[src/hw/rtl/svpwm_pkg.sv]
`timescale 1ns / 1ps
`default_nettype none
// ----------------------------------------------------------------------------
// svpwm_pkg
// Shared types, constants, ROM tables and helper functions of the
// space vector pwm duty generator.
// ----------------------------------------------------------------------------
package svpwm_pkg;

    localparam int ANGLE_W   = 9;
    localparam int EFFORT_W  = 8;
    localparam int STEP_W    = 10;
    localparam int DUTY_W    = 8;
    localparam int SECTOR_W  = 3;
    localparam int OFFSET_W  = 6;
    localparam int PHASES    = 3;
    localparam int TABLE_LEN = 61;
    localparam int ANGLE_MOD = 360;
    localparam int SECTOR_SPAN = 60;
    localparam int SUM_W     = 11;
    localparam int PROD_W    = 16;

    // work queue between front and back
    localparam int Q_DEPTH = 2;
    localparam int Q_PTR_W = 1;
    localparam int Q_CNT_W = 2;

    // apb register file
    localparam int APB_ADDR_W = 3;
    localparam int APB_DATA_W = 32;
    localparam int REG_SEL_BIT = 2;

    typedef logic [ANGLE_W-1:0]         t_angle;
    typedef logic [EFFORT_W-1:0]        t_effort;
    typedef logic signed [STEP_W-1:0]   t_step;
    typedef logic [DUTY_W-1:0]          t_duty;
    typedef logic [SECTOR_W-1:0]        t_sector;
    typedef logic [OFFSET_W-1:0]        t_offset;
    typedef logic [PROD_W-1:0]          t_prod;
    typedef logic [1:0]                 t_pick;
    typedef logic [2*PHASES-1:0]        t_pick_row;
    typedef logic [APB_ADDR_W-1:0]      t_apb_addr;
    typedef logic [APB_DATA_W-1:0]      t_apb_data;

    typedef struct packed {
        t_angle  angle;
        t_sector sector;
        t_offset offset;
    } t_work;

    // register indexes
    localparam logic REG_EFFORT = 1'b0;
    localparam logic REG_STEP   = 1'b1;

    localparam t_effort EFFORT_RESET = 8'd255;
    localparam t_duty   DUTY_MAX     = 8'd255;

    // pick codes: bit0 selects secondary table, bit1 takes the complement
    localparam t_pick PICK_PRI     = 2'd0;
    localparam t_pick PICK_SEC     = 2'd1;
    localparam t_pick PICK_PRI_CPL = 2'd2;
    localparam t_pick PICK_SEC_CPL = 2'd3;
    localparam int PICK_SEC_BIT = 0;
    localparam int PICK_CPL_BIT = 1;

    localparam t_duty PRIMARY_TABLE [TABLE_LEN] = '{
        8'd237, 8'd239, 8'd240, 8'd241, 8'd242, 8'd243, 8'd243, 8'd244, 8'd245, 8'd246,
        8'd247, 8'd248, 8'd248, 8'd249, 8'd250, 8'd250, 8'd251, 8'd251, 8'd252, 8'd252,
        8'd253, 8'd253, 8'd253, 8'd254, 8'd254, 8'd254, 8'd254, 8'd254, 8'd254, 8'd254,
        8'd255,
        8'd254, 8'd254, 8'd254, 8'd254, 8'd254, 8'd254, 8'd254, 8'd253, 8'd253, 8'd253,
        8'd252, 8'd252, 8'd251, 8'd251, 8'd250, 8'd250, 8'd249, 8'd248, 8'd248, 8'd247,
        8'd246, 8'd245, 8'd244, 8'd243, 8'd243, 8'd242, 8'd241, 8'd240, 8'd239, 8'd237
    };

    localparam t_duty SECONDARY_TABLE [TABLE_LEN] = '{
        8'd17,  8'd19,  8'd21,  8'd24,  8'd27,  8'd29,  8'd32,  8'd35,  8'd38,  8'd42,
        8'd45,  8'd49,  8'd52,  8'd56,  8'd59,  8'd63,  8'd67,  8'd71,  8'd75,  8'd79,
        8'd83,  8'd88,  8'd92,  8'd96,  8'd100, 8'd105, 8'd109, 8'd114, 8'd118, 8'd123,
        8'd127,
        8'd131, 8'd136, 8'd140, 8'd145, 8'd149, 8'd154, 8'd158, 8'd162, 8'd166, 8'd171,
        8'd175, 8'd179, 8'd183, 8'd187, 8'd191, 8'd195, 8'd198, 8'd202, 8'd205, 8'd209,
        8'd212, 8'd216, 8'd219, 8'd222, 8'd225, 8'd227, 8'd230, 8'd233, 8'd235, 8'd237
    };

    // pick codes of phases c, b, a for one sector
    function automatic t_pick_row sector_pick(input t_sector s);
        t_pick_row row;
        case (s)
            3'd0:    row = {PICK_PRI_CPL, PICK_SEC,     PICK_PRI};
            3'd1:    row = {PICK_PRI_CPL, PICK_PRI,     PICK_SEC_CPL};
            3'd2:    row = {PICK_SEC,     PICK_PRI,     PICK_PRI_CPL};
            3'd3:    row = {PICK_PRI,     PICK_SEC_CPL, PICK_PRI_CPL};
            3'd4:    row = {PICK_PRI,     PICK_PRI_CPL, PICK_SEC};
            default: row = {PICK_SEC_CPL, PICK_PRI_CPL, PICK_PRI};
        endcase
        return row;
    endfunction

    function automatic t_sector angle_sector(input t_angle a);
        t_sector s;
        if (a >= ANGLE_W'(5 * SECTOR_SPAN))      s = 3'd5;
        else if (a >= ANGLE_W'(4 * SECTOR_SPAN)) s = 3'd4;
        else if (a >= ANGLE_W'(3 * SECTOR_SPAN)) s = 3'd3;
        else if (a >= ANGLE_W'(2 * SECTOR_SPAN)) s = 3'd2;
        else if (a >= ANGLE_W'(SECTOR_SPAN))     s = 3'd1;
        else                                     s = 3'd0;
        return s;
    endfunction

    function automatic t_angle sector_base(input t_sector s);
        t_angle b;
        case (s)
            3'd0:    b = ANGLE_W'(0);
            3'd1:    b = ANGLE_W'(SECTOR_SPAN);
            3'd2:    b = ANGLE_W'(2 * SECTOR_SPAN);
            3'd3:    b = ANGLE_W'(3 * SECTOR_SPAN);
            3'd4:    b = ANGLE_W'(4 * SECTOR_SPAN);
            default: b = ANGLE_W'(5 * SECTOR_SPAN);
        endcase
        return b;
    endfunction

endpackage
`default_nettype wire

[src/hw/rtl/svpwm_tick_if.sv]
`timescale 1ns / 1ps
`default_nettype none
// ----------------------------------------------------------------------------
// svpwm_tick_if
// Valid/ready channel carrying pwm period ticks.
// ----------------------------------------------------------------------------
interface svpwm_tick_if;
    logic valid;
    logic ready;
    logic tick;

    modport source (output valid, output tick, input ready);
    modport sink   (input valid, input tick, output ready);
endinterface
`default_nettype wire

[src/hw/rtl/svpwm_duty_if.sv]
`timescale 1ns / 1ps
`default_nettype none
// ----------------------------------------------------------------------------
// svpwm_duty_if
// Valid/ready channel carrying the angle and three phase compare values.
// ----------------------------------------------------------------------------
interface svpwm_duty_if;
    import svpwm_pkg::*;
    logic   valid;
    logic   ready;
    t_angle electrical_angle;
    t_duty  phase_a_duty;
    t_duty  phase_b_duty;
    t_duty  phase_c_duty;

    modport source (output valid, output electrical_angle, output phase_a_duty,
                    output phase_b_duty, output phase_c_duty, input ready);
    modport sink   (input valid, input electrical_angle, input phase_a_duty,
                    input phase_b_duty, input phase_c_duty, output ready);
endinterface
`default_nettype wire

[src/hw/rtl/svpwm_front.sv]
`timescale 1ns / 1ps
`default_nettype none
// ----------------------------------------------------------------------------
// svpwm_front
// Accepts ticks, advances the electrical angle and classifies it into
// sector and offset for the work queue.
// ----------------------------------------------------------------------------
module svpwm_front (
    input  logic               i_clk,
    input  logic               i_rst_n,
    svpwm_tick_if.sink         i_tick_ch,
    input  svpwm_pkg::t_step   i_step_angle,
    input  logic               i_q_full,
    output logic               o_push,
    output svpwm_pkg::t_work   o_work
);
    import svpwm_pkg::*;

    localparam logic signed [SUM_W-1:0] MOD_S = SUM_W'(ANGLE_MOD);

    t_angle                   r_angle;
    t_angle                   n_angle;
    logic signed [SUM_W-1:0]  sum;
    logic signed [SUM_W-1:0]  wrapped;
    t_sector                  sector;
    logic                     accept;

    assign i_tick_ch.ready = !i_q_full;
    assign accept = i_tick_ch.valid && !i_q_full;
    assign o_push = accept && i_tick_ch.tick;

    // sum spans -512..870, so two corrections each way reach 0..359
    always_comb begin
        sum = $signed({2'b00, r_angle}) + SUM_W'(i_step_angle);
        wrapped = sum;
        if (wrapped < 0) wrapped = wrapped + MOD_S;
        if (wrapped < 0) wrapped = wrapped + MOD_S;
        if (wrapped >= MOD_S) wrapped = wrapped - MOD_S;
        if (wrapped >= MOD_S) wrapped = wrapped - MOD_S;
        n_angle = wrapped[ANGLE_W-1:0];
        sector = angle_sector(n_angle);
    end

    always_comb begin
        o_work.angle  = n_angle;
        o_work.sector = sector;
        o_work.offset = OFFSET_W'(n_angle - sector_base(sector));
    end

    always_ff @(posedge i_clk) begin
        if (!i_rst_n) begin
            r_angle <= '0;
        end else if (o_push) begin
            r_angle <= n_angle;
        end
    end

endmodule
`default_nettype wire

[src/hw/rtl/svpwm_fifo.sv]
`timescale 1ns / 1ps
`default_nettype none
// ----------------------------------------------------------------------------
// svpwm_fifo
// Short work queue between the angle front end and the duty back end.
// ----------------------------------------------------------------------------
module svpwm_fifo (
    input  logic               i_clk,
    input  logic               i_rst_n,
    input  logic               i_push,
    input  svpwm_pkg::t_work   i_work,
    output logic               o_full,
    input  logic               i_pop,
    output logic               o_valid,
    output svpwm_pkg::t_work   o_work
);
    import svpwm_pkg::*;

    t_work                r_slot [Q_DEPTH];
    logic [Q_PTR_W-1:0]   r_wr_ptr;
    logic [Q_PTR_W-1:0]   r_rd_ptr;
    logic [Q_CNT_W-1:0]   r_count;
    logic                 do_pop;

    assign o_full  = (r_count == Q_CNT_W'(Q_DEPTH));
    assign o_valid = (r_count != '0);
    assign o_work  = r_slot[r_rd_ptr];
    assign do_pop  = i_pop && o_valid;

    always_ff @(posedge i_clk) begin
        if (i_push) begin
            r_slot[r_wr_ptr] <= i_work;
        end
    end

    always_ff @(posedge i_clk) begin
        if (!i_rst_n) begin
            r_wr_ptr <= '0;
            r_rd_ptr <= '0;
            r_count  <= '0;
        end else begin
            if (i_push) r_wr_ptr <= r_wr_ptr + 1'b1;
            if (do_pop) r_rd_ptr <= r_rd_ptr + 1'b1;
            case ({i_push, do_pop})
                2'b10:   r_count <= r_count + 1'b1;
                2'b01:   r_count <= r_count - 1'b1;
                default: r_count <= r_count;
            endcase
        end
    end

endmodule
`default_nettype wire

[src/hw/rtl/svpwm_back.sv]
`timescale 1ns / 1ps
`default_nettype none
// ----------------------------------------------------------------------------
// svpwm_back
// Two-stage duty pipeline: table pick and effort product, then divide by
// 255 and centring into the output register.
// ----------------------------------------------------------------------------
module svpwm_back (
    input  logic               i_clk,
    input  logic               i_rst_n,
    input  logic               i_valid,
    input  svpwm_pkg::t_work   i_work,
    output logic               o_pop,
    input  svpwm_pkg::t_effort i_effort,
    svpwm_duty_if.source       o_duty_ch
);
    import svpwm_pkg::*;

    t_prod      r_s1_prod [PHASES];
    t_angle     r_s1_angle;
    logic       r_s1_vld;
    t_duty      r_out_duty [PHASES];
    t_angle     r_out_angle;
    logic       r_out_vld;

    t_pick_row  pick_row;
    t_prod      n_prod [PHASES];
    t_duty      n_duty [PHASES];
    t_duty      center;
    logic       out_adv;
    logic       s1_adv;

    assign out_adv = !r_out_vld || o_duty_ch.ready;
    assign s1_adv  = !r_s1_vld || out_adv;
    assign o_pop   = s1_adv;
    assign center  = (DUTY_MAX - i_effort) >> 1;

    always_comb begin
        t_pick pick;
        t_duty v;
        pick_row = sector_pick(i_work.sector);
        for (int p = 0; p < PHASES; p++) begin
            pick = pick_row[2*p +: 2];
            v = pick[PICK_SEC_BIT] ? SECONDARY_TABLE[i_work.offset]
                                   : PRIMARY_TABLE[i_work.offset];
            if (pick[PICK_CPL_BIT]) v = DUTY_MAX - v;
            n_prod[p] = PROD_W'(v) * PROD_W'(i_effort);
        end
    end

    // x/255 == ((x+1)*257) >> 16 over the product range
    always_comb begin
        logic [PROD_W:0]     inc;
        logic [PROD_W+8:0]   scaled;
        logic [DUTY_W:0]     total;
        for (int p = 0; p < PHASES; p++) begin
            inc    = {1'b0, r_s1_prod[p]} + 1'b1;
            scaled = {inc, 8'b0} + {8'b0, inc};
            total  = {1'b0, scaled[PROD_W+7:PROD_W]} + {1'b0, center};
            n_duty[p] = total[DUTY_W-1:0];
        end
    end

    always_ff @(posedge i_clk) begin
        if (s1_adv) begin
            r_s1_prod  <= n_prod;
            r_s1_angle <= i_work.angle;
        end
        if (out_adv) begin
            r_out_duty  <= n_duty;
            r_out_angle <= r_s1_angle;
        end
    end

    always_ff @(posedge i_clk) begin
        if (!i_rst_n) begin
            r_s1_vld  <= 1'b0;
            r_out_vld <= 1'b0;
        end else begin
            if (s1_adv)  r_s1_vld  <= i_valid;
            if (out_adv) r_out_vld <= r_s1_vld;
        end
    end

    assign o_duty_ch.valid            = r_out_vld;
    assign o_duty_ch.electrical_angle = r_out_angle;
    assign o_duty_ch.phase_a_duty     = r_out_duty[0];
    assign o_duty_ch.phase_b_duty     = r_out_duty[1];
    assign o_duty_ch.phase_c_duty     = r_out_duty[2];

endmodule
`default_nettype wire

[src/hw/rtl/space_vector_pwm_duty_generator_core.sv]
`timescale 1ns / 1ps
`default_nettype none
// ----------------------------------------------------------------------------
// space_vector_pwm_duty_generator_core
// Space vector pwm duty generator: angle accumulator, sector lookup and
// effort scaling for a three-phase bridge.
// ----------------------------------------------------------------------------
// usage
// - i_tick_ch takes one item per pwm period; each item with tick set adds
//   step_angle to the electrical angle, wraps it into 0..359 and yields one
//   item on o_duty_ch with the new angle and the phase a, b, c compare values
// - the apb port holds effort (address 0) and step_angle (address 4); write
//   them only while no item is in flight
// - each item passes the work queue, then the stage-one and output registers
// - throughput: one item per cycle while the receiver does not stall, set by the
//   angle update in the front end; the back end is a two-stage pipeline behind a
//   two-entry work queue
// - when the receiver stalls, the output register holds its item, the back
//   end fills up, and ready on i_tick_ch drops once the queue is full
// - reset clears the angle to zero, effort to 255, step_angle to zero and
//   empties the queue and pipeline
// ----------------------------------------------------------------------------
module space_vector_pwm_duty_generator_core (
    input  logic                   i_clk,
    input  logic                   i_rst_n,
    svpwm_tick_if.sink             i_tick_ch,
    svpwm_duty_if.source           o_duty_ch,
    input  logic                   psel,
    input  logic                   penable,
    input  logic                   pwrite,
    input  svpwm_pkg::t_apb_addr   paddr,
    input  svpwm_pkg::t_apb_data   pwdata,
    output svpwm_pkg::t_apb_data   prdata,
    output logic                   pready
);
    import svpwm_pkg::*;

    t_effort  r_effort;
    t_step    r_step;
    logic     reg_sel;
    logic     wr_en;

    logic     q_full;
    logic     q_push;
    t_work    q_in;
    logic     q_valid;
    t_work    q_out;
    logic     q_pop;

    assign pready  = 1'b1;
    assign reg_sel = paddr[REG_SEL_BIT];
    assign wr_en   = psel && penable && pwrite;

    always_ff @(posedge i_clk) begin
        if (!i_rst_n) begin
            r_effort <= EFFORT_RESET;
            r_step   <= '0;
        end else if (wr_en) begin
            case (reg_sel)
                REG_EFFORT: r_effort <= pwdata[EFFORT_W-1:0];
                REG_STEP:   r_step   <= pwdata[STEP_W-1:0];
                default:    r_effort <= r_effort;
            endcase
        end
    end

    always_comb begin
        case (reg_sel)
            REG_EFFORT: prdata = APB_DATA_W'(r_effort);
            REG_STEP:   prdata = APB_DATA_W'(r_step);
            default:    prdata = '0;
        endcase
    end

    svpwm_front u_front (
        .i_clk        (i_clk),
        .i_rst_n      (i_rst_n),
        .i_tick_ch    (i_tick_ch),
        .i_step_angle (r_step),
        .i_q_full     (q_full),
        .o_push       (q_push),
        .o_work       (q_in)
    );

    svpwm_fifo u_fifo (
        .i_clk   (i_clk),
        .i_rst_n (i_rst_n),
        .i_push  (q_push),
        .i_work  (q_in),
        .o_full  (q_full),
        .i_pop   (q_pop),
        .o_valid (q_valid),
        .o_work  (q_out)
    );

    svpwm_back u_back (
        .i_clk     (i_clk),
        .i_rst_n   (i_rst_n),
        .i_valid   (q_valid),
        .i_work    (q_out),
        .o_pop     (q_pop),
        .i_effort  (r_effort),
        .o_duty_ch (o_duty_ch)
    );

endmodule
`default_nettype wire

[src/flat_wrapper.sv]
// flat-port wrapper written by rule: the top's interface ports become plain ports
module space_vector_pwm_duty_generator_core_flat import svpwm_pkg::*;
  (i_clk, i_rst_n, psel, penable, pwrite, paddr, pwdata, prdata, pready, i_tick_ch_valid, i_tick_ch_tick, i_tick_ch_ready, o_duty_ch_valid, o_duty_ch_electrical_angle, o_duty_ch_phase_a_duty, o_duty_ch_phase_b_duty, o_duty_ch_phase_c_duty, o_duty_ch_ready);
  svpwm_tick_if i_tick_ch_i ();
  svpwm_duty_if o_duty_ch_i ();
  input  logic i_clk;
  input  logic i_rst_n;
  input  logic psel;
  input  logic penable;
  input  logic pwrite;
  input  svpwm_pkg::t_apb_addr paddr;
  input  svpwm_pkg::t_apb_data pwdata;
  output svpwm_pkg::t_apb_data prdata;
  output logic pready;
  input wire logic [$bits(i_tick_ch_i.valid)-1:0] i_tick_ch_valid;
  input wire logic [$bits(i_tick_ch_i.tick)-1:0] i_tick_ch_tick;
  output wire logic [$bits(i_tick_ch_i.ready)-1:0] i_tick_ch_ready;
  output wire logic [$bits(o_duty_ch_i.valid)-1:0] o_duty_ch_valid;
  output wire logic [$bits(o_duty_ch_i.electrical_angle)-1:0] o_duty_ch_electrical_angle;
  output wire logic [$bits(o_duty_ch_i.phase_a_duty)-1:0] o_duty_ch_phase_a_duty;
  output wire logic [$bits(o_duty_ch_i.phase_b_duty)-1:0] o_duty_ch_phase_b_duty;
  output wire logic [$bits(o_duty_ch_i.phase_c_duty)-1:0] o_duty_ch_phase_c_duty;
  input wire logic [$bits(o_duty_ch_i.ready)-1:0] o_duty_ch_ready;
  assign i_tick_ch_i.valid = i_tick_ch_valid;
  assign i_tick_ch_i.tick = i_tick_ch_tick;
  assign i_tick_ch_ready = i_tick_ch_i.ready;
  assign o_duty_ch_valid = o_duty_ch_i.valid;
  assign o_duty_ch_electrical_angle = o_duty_ch_i.electrical_angle;
  assign o_duty_ch_phase_a_duty = o_duty_ch_i.phase_a_duty;
  assign o_duty_ch_phase_b_duty = o_duty_ch_i.phase_b_duty;
  assign o_duty_ch_phase_c_duty = o_duty_ch_i.phase_c_duty;
  assign o_duty_ch_i.ready = o_duty_ch_ready;
  space_vector_pwm_duty_generator_core u_core (.i_clk(i_clk), .i_rst_n(i_rst_n), .i_tick_ch(i_tick_ch_i), .o_duty_ch(o_duty_ch_i), .psel(psel), .penable(penable), .pwrite(pwrite), .paddr(paddr), .pwdata(pwdata), .prdata(prdata), .pready(pready));
endmodule
[config.mk]
export PLATFORM = sky130hd
export DESIGN_NAME = space_vector_pwm_duty_generator_core_flat
export DESIGN_NICKNAME = d
export VERILOG_FILES = /design/src/hw/rtl/svpwm_pkg.sv /design/src/hw/rtl/svpwm_tick_if.sv /design/src/hw/rtl/svpwm_duty_if.sv /design/src/hw/rtl/svpwm_front.sv /design/src/hw/rtl/svpwm_fifo.sv /design/src/hw/rtl/svpwm_back.sv /design/src/hw/rtl/space_vector_pwm_duty_generator_core.sv /design/src/flat_wrapper.sv
export SDC_FILE = /design/constraint.sdc
export NUM_CORES = 1
export LEC_CHECK = 0
export BUFFER_PORTS_ARGS = -buffer_cell sky130_fd_sc_hd__buf_2
export CORE_MARGIN = 2
export CORE_UTILIZATION = 45
export CTS_CLUSTER_SIZE = 28
export DETAILED_ROUTE_END_ITERATION = 8
export PLACE_DENSITY = 0.65
export SLEW_MARGIN = 20
export SYNTH_ARGS = -nofsm -noshare
export SYNTH_HDL_FRONTEND = slang
export SYNTH_SLANG_ARGS = --single-unit
[constraint.sdc]
create_clock -name i_clk -period 8.7 [get_ports i_clk]
set_input_delay 2.175 -clock i_clk [delete_from_list [all_inputs] [get_ports i_clk]]
set_output_delay 2.175 -clock i_clk [all_outputs]
set_load 0.01 [all_outputs]
==> results.sh <==
export IMPL_outcome="complete, no violations"
export IMPL_cts_root_buf="clkbuf_16"
export IMPL_grt_setup_unrepaired="no"
export IMPL_crit_arrival_ps=8180
export IMPL_vias=13300
export IMPL_criticalPathCategory="reg -> reg"
export IMPL_grt_pass1_vias=13200
export IMPL_ant_nets=0
export IMPL_io_pins=111
export IMPL_rrSetupSlack_ps=720
export IMPL_crit_fanout=12
export IMPL_slew_viol_final=0
export IMPL_wirelength_mm=37.5
export IMPL_rows=71
export IMPL_grt_max_degree=49
export IMPL_coreArea_mm2=0.0374
export IMPL_dieArea_mm2=0.0392
export IMPL_cts_tree="done"
export IMPL_initial_core_util_pct=45.3
export IMPL_drive_above_1_share_pct=9.42
export IMPL_grt_pass1_wl_mm=62.9
export IMPL_slowest_stage="fa_1"
export IMPL_synthArstFlopShare_pct=0
export IMPL_period_needed_ps=7980
export IMPL_wl_per_cell_um=15.2
export IMPL_die_h_um=198
export IMPL_cp_end_kind="flip-flop"
export IMPL_clkSlewWorstSetupHoldPaths_ps=70
export IMPL_required_ps=8900
export IMPL_fillCellCount=3549
export IMPL_setup_viol=0
export IMPL_slew_headroom_pct=29.3
export IMPL_fmax_mhz=125
export IMPL_first_iter_violations=906
export IMPL_multi_input_area_mm2=0.0113
export IMPL_hpwl_mm=28.7
export IMPL_synthesis_nets=2231
export IMPL_min_period_over_period_pct=91.8
export IMPL_via_per_inst=5.38
export IMPL_syn2layout_area_growth_pct=8.73
export IMPL_cp_start_kind="flip-flop"
export IMPL_cts_buffers=17
export IMPL_clock_skew_ps=10.6
export IMPL_drc_errors=0
export IMPL_cts_buffer_depth=2
export IMPL_finalHoldViolCount=0
export IMPL_clk_insertion_delay_late_ps=450
export IMPL_antenna_found_initial=0
export IMPL_ys_seq_area_share_pct=25.7
export IMPL_cts_sinks=156
export IMPL_ys_flop_type="edfxtp_1"
export IMPL_gp_congestion=0.900
export IMPL_synth_cells=1895
export IMPL_grt_total_usage_pct=19.9
export IMPL_avgSynthCellArea_um2=8.94
export IMPL_diodes=0
export IMPL_port_buffer_count=85
export IMPL_fp_dieW_um=198
export IMPL_grt_overflow_total=0
export IMPL_cp_slowest_stage_delay_ps=550
export IMPL_cap_violations=0
export IMPL_cts_setup_buffers=0
export IMPL_drt_pass1_iterations=5
export IMPL_htreeDepth=4
export IMPL_ys_types=87
export IMPL_cts_resized=0
export IMPL_hold_class="reg -> reg"
export IMPL_synth_edff_count=122
export IMPL_regArea_mm2=0.00434
export IMPL_ys_warn_count=0
export IMPL_tightest_slew_ps=1060
export IMPL_finalSetupTns_ps=0
export IMPL_ys_seq_elements=156
export IMPL_postCtsHoldBufs=0
export IMPL_syn_cell_area_mm2=0.0169
export IMPL_nets=2286
-- through the flow --
step | instances | instance area, um2 | setup WS (ps) | utilization, % | hold slack, ps
floorplan | 1895 | 16900 | 919 | - | 400
global route | 2474 | 18400 | 49.5 | 49.2 | 422
CTS | 2474 | 18400 | 718 | 49.2 | 418
finish | 2474 | 18400 | 717 | 49.2 | 420
detailed placement | 2442 | 17800 | 703 | 47.7 | 408
global placement | 2442 | 17800 | 850 | 47.7 | 407
-- flip-flops by register name (all words and copies together) (netlist names), named ones only --
signal / flops
u_core.u_fifo.r_wr_ptr: 1
u_core.u_back.r_s1_angle: 9
u_core.u_back.r_s1_prod: 48
u_core.u_back.o_duty_ch.valid: 1
u_core.u_back.o_duty_ch.phase_c_duty: 8
u_core.u_fifo.r_count: 2
u_core.u_fifo.r_rd_ptr: 1
u_core.u_back.o_duty_ch.phase_a_duty: 8
u_core.r_effort: 8
u_core.u_fifo.r_slot: 32
u_core.u_back.o_duty_ch.electrical_angle: 9
u_core.r_step: 10
u_core.u_back.r_s1_vld: 1
u_core.u_front.r_angle: 9
u_core.u_back.o_duty_ch.phase_b_duty: 8
-- placed cells by master (no fill, tap or decap), types with 65 or more instances in the layout --
cell,netlist,final
ha_1,181,181
xnor2_1,79,79
edfxtp_1,122,122
nand2_1,219,218
buf_2,6,85
nor2_1,129,129
and2_1,87,87
fa_1,112,112
o21ai_0,65,65
inv_1,227,226
a21oi_1,114,113
-- cell families (layout without fill, tap and decap cells) --
kind of cell	after synthesis	after routing	synth area share, %
buffers and inverters	312	380	7.48
muxes	33	33	2.14
DFF	156	156	25.7
and+or+nand+nor	599	599	16.6
adders and majority gates	293	293	26.6
other	1	1	0.0221
xor gates and xnor gates	135	135	7.03
AOI/OAI and AO/OA	366	366	14.4
-- final timing paths --
| path | start | to | cells after the start |
|---|---|---|---|
| max | flip-flop | u_core.u_back.r_s1_prod[15] | 34 |
| min reg2reg | u_core.u_back.r_s1_angle[3] | u_core.u_back.o_duty_ch.electrical_angle[3] | 0 |
| min | u_core.u_back.r_s1_angle[3] | u_core.u_back.o_duty_ch.electrical_angle[3] | 0 |
| max reg2reg | flip-flop | u_core.u_back.r_s1_prod[15] | 34 |
-- cell usage after synthesis, types with 12 or more instances --
cell type,count,area (um2)
o21bai_1,20,150
a31oi_1,14,87.6
and3_1,21,131
a21o_1,21,158
o21ai_0,65,325
xor2_1,55,482
edfxtp_1,122,3660
mux2i_1,17,170
fa_1,112,2240
a21oi_1,114,571
clkbuf_1,44,165
a21boi_0,15,113
nand2_1,219,822
and2_1,87,544
dfxtp_1,34,681
mux2_2,15,169
nand2b_1,18,113
o21a_1,12,90.1
nor2_1,129,484
nor3_1,27,135
nand3_1,52,260
buf_4,23,173
inv_1,227,852
o211ai_1,17,128
xnor2_1,79,692
ha_1,181,2260
-- area by class of cell --
class	count	area share, %
Clock buffer	20	2.37
Clock inverter	12	0.761
Inverter	234	4.78
Multi-Input combinational cell	1427	61.5
Sequential cell	156	23.6
Tap cell	511	3.47
Timing Repair Buffer	114	3.49
-- critical path, delay by kind of cell, from the launching register on --
family / cells / cell delay [ps]
flip-flops: 1 / 520
multiplexers: 1 / 470
buffers and inverters: 6 / 880
AO/OA/AOI/OAI: 17 / 2820
adder cells (fa/ha/maj): 6 / 2660
AND/OR/NAND/NOR: 3 / 280
XOR/XNOR: 1 / 120
-- routing by layer --
| metal | wire, um | global-route usage [%] |
|---|---|---|
| met4 | 901 | 6.57 |
| met1 | 16600 | 25.2 |
| met3 | 1750 | 3.22 |
| met2 | 18200 | 34.7 |
| met5 | 0 | 0 |
Power is not shown: default switching activity piles up to over one toggle a cycle in this logic, so the estimate is an artifact.
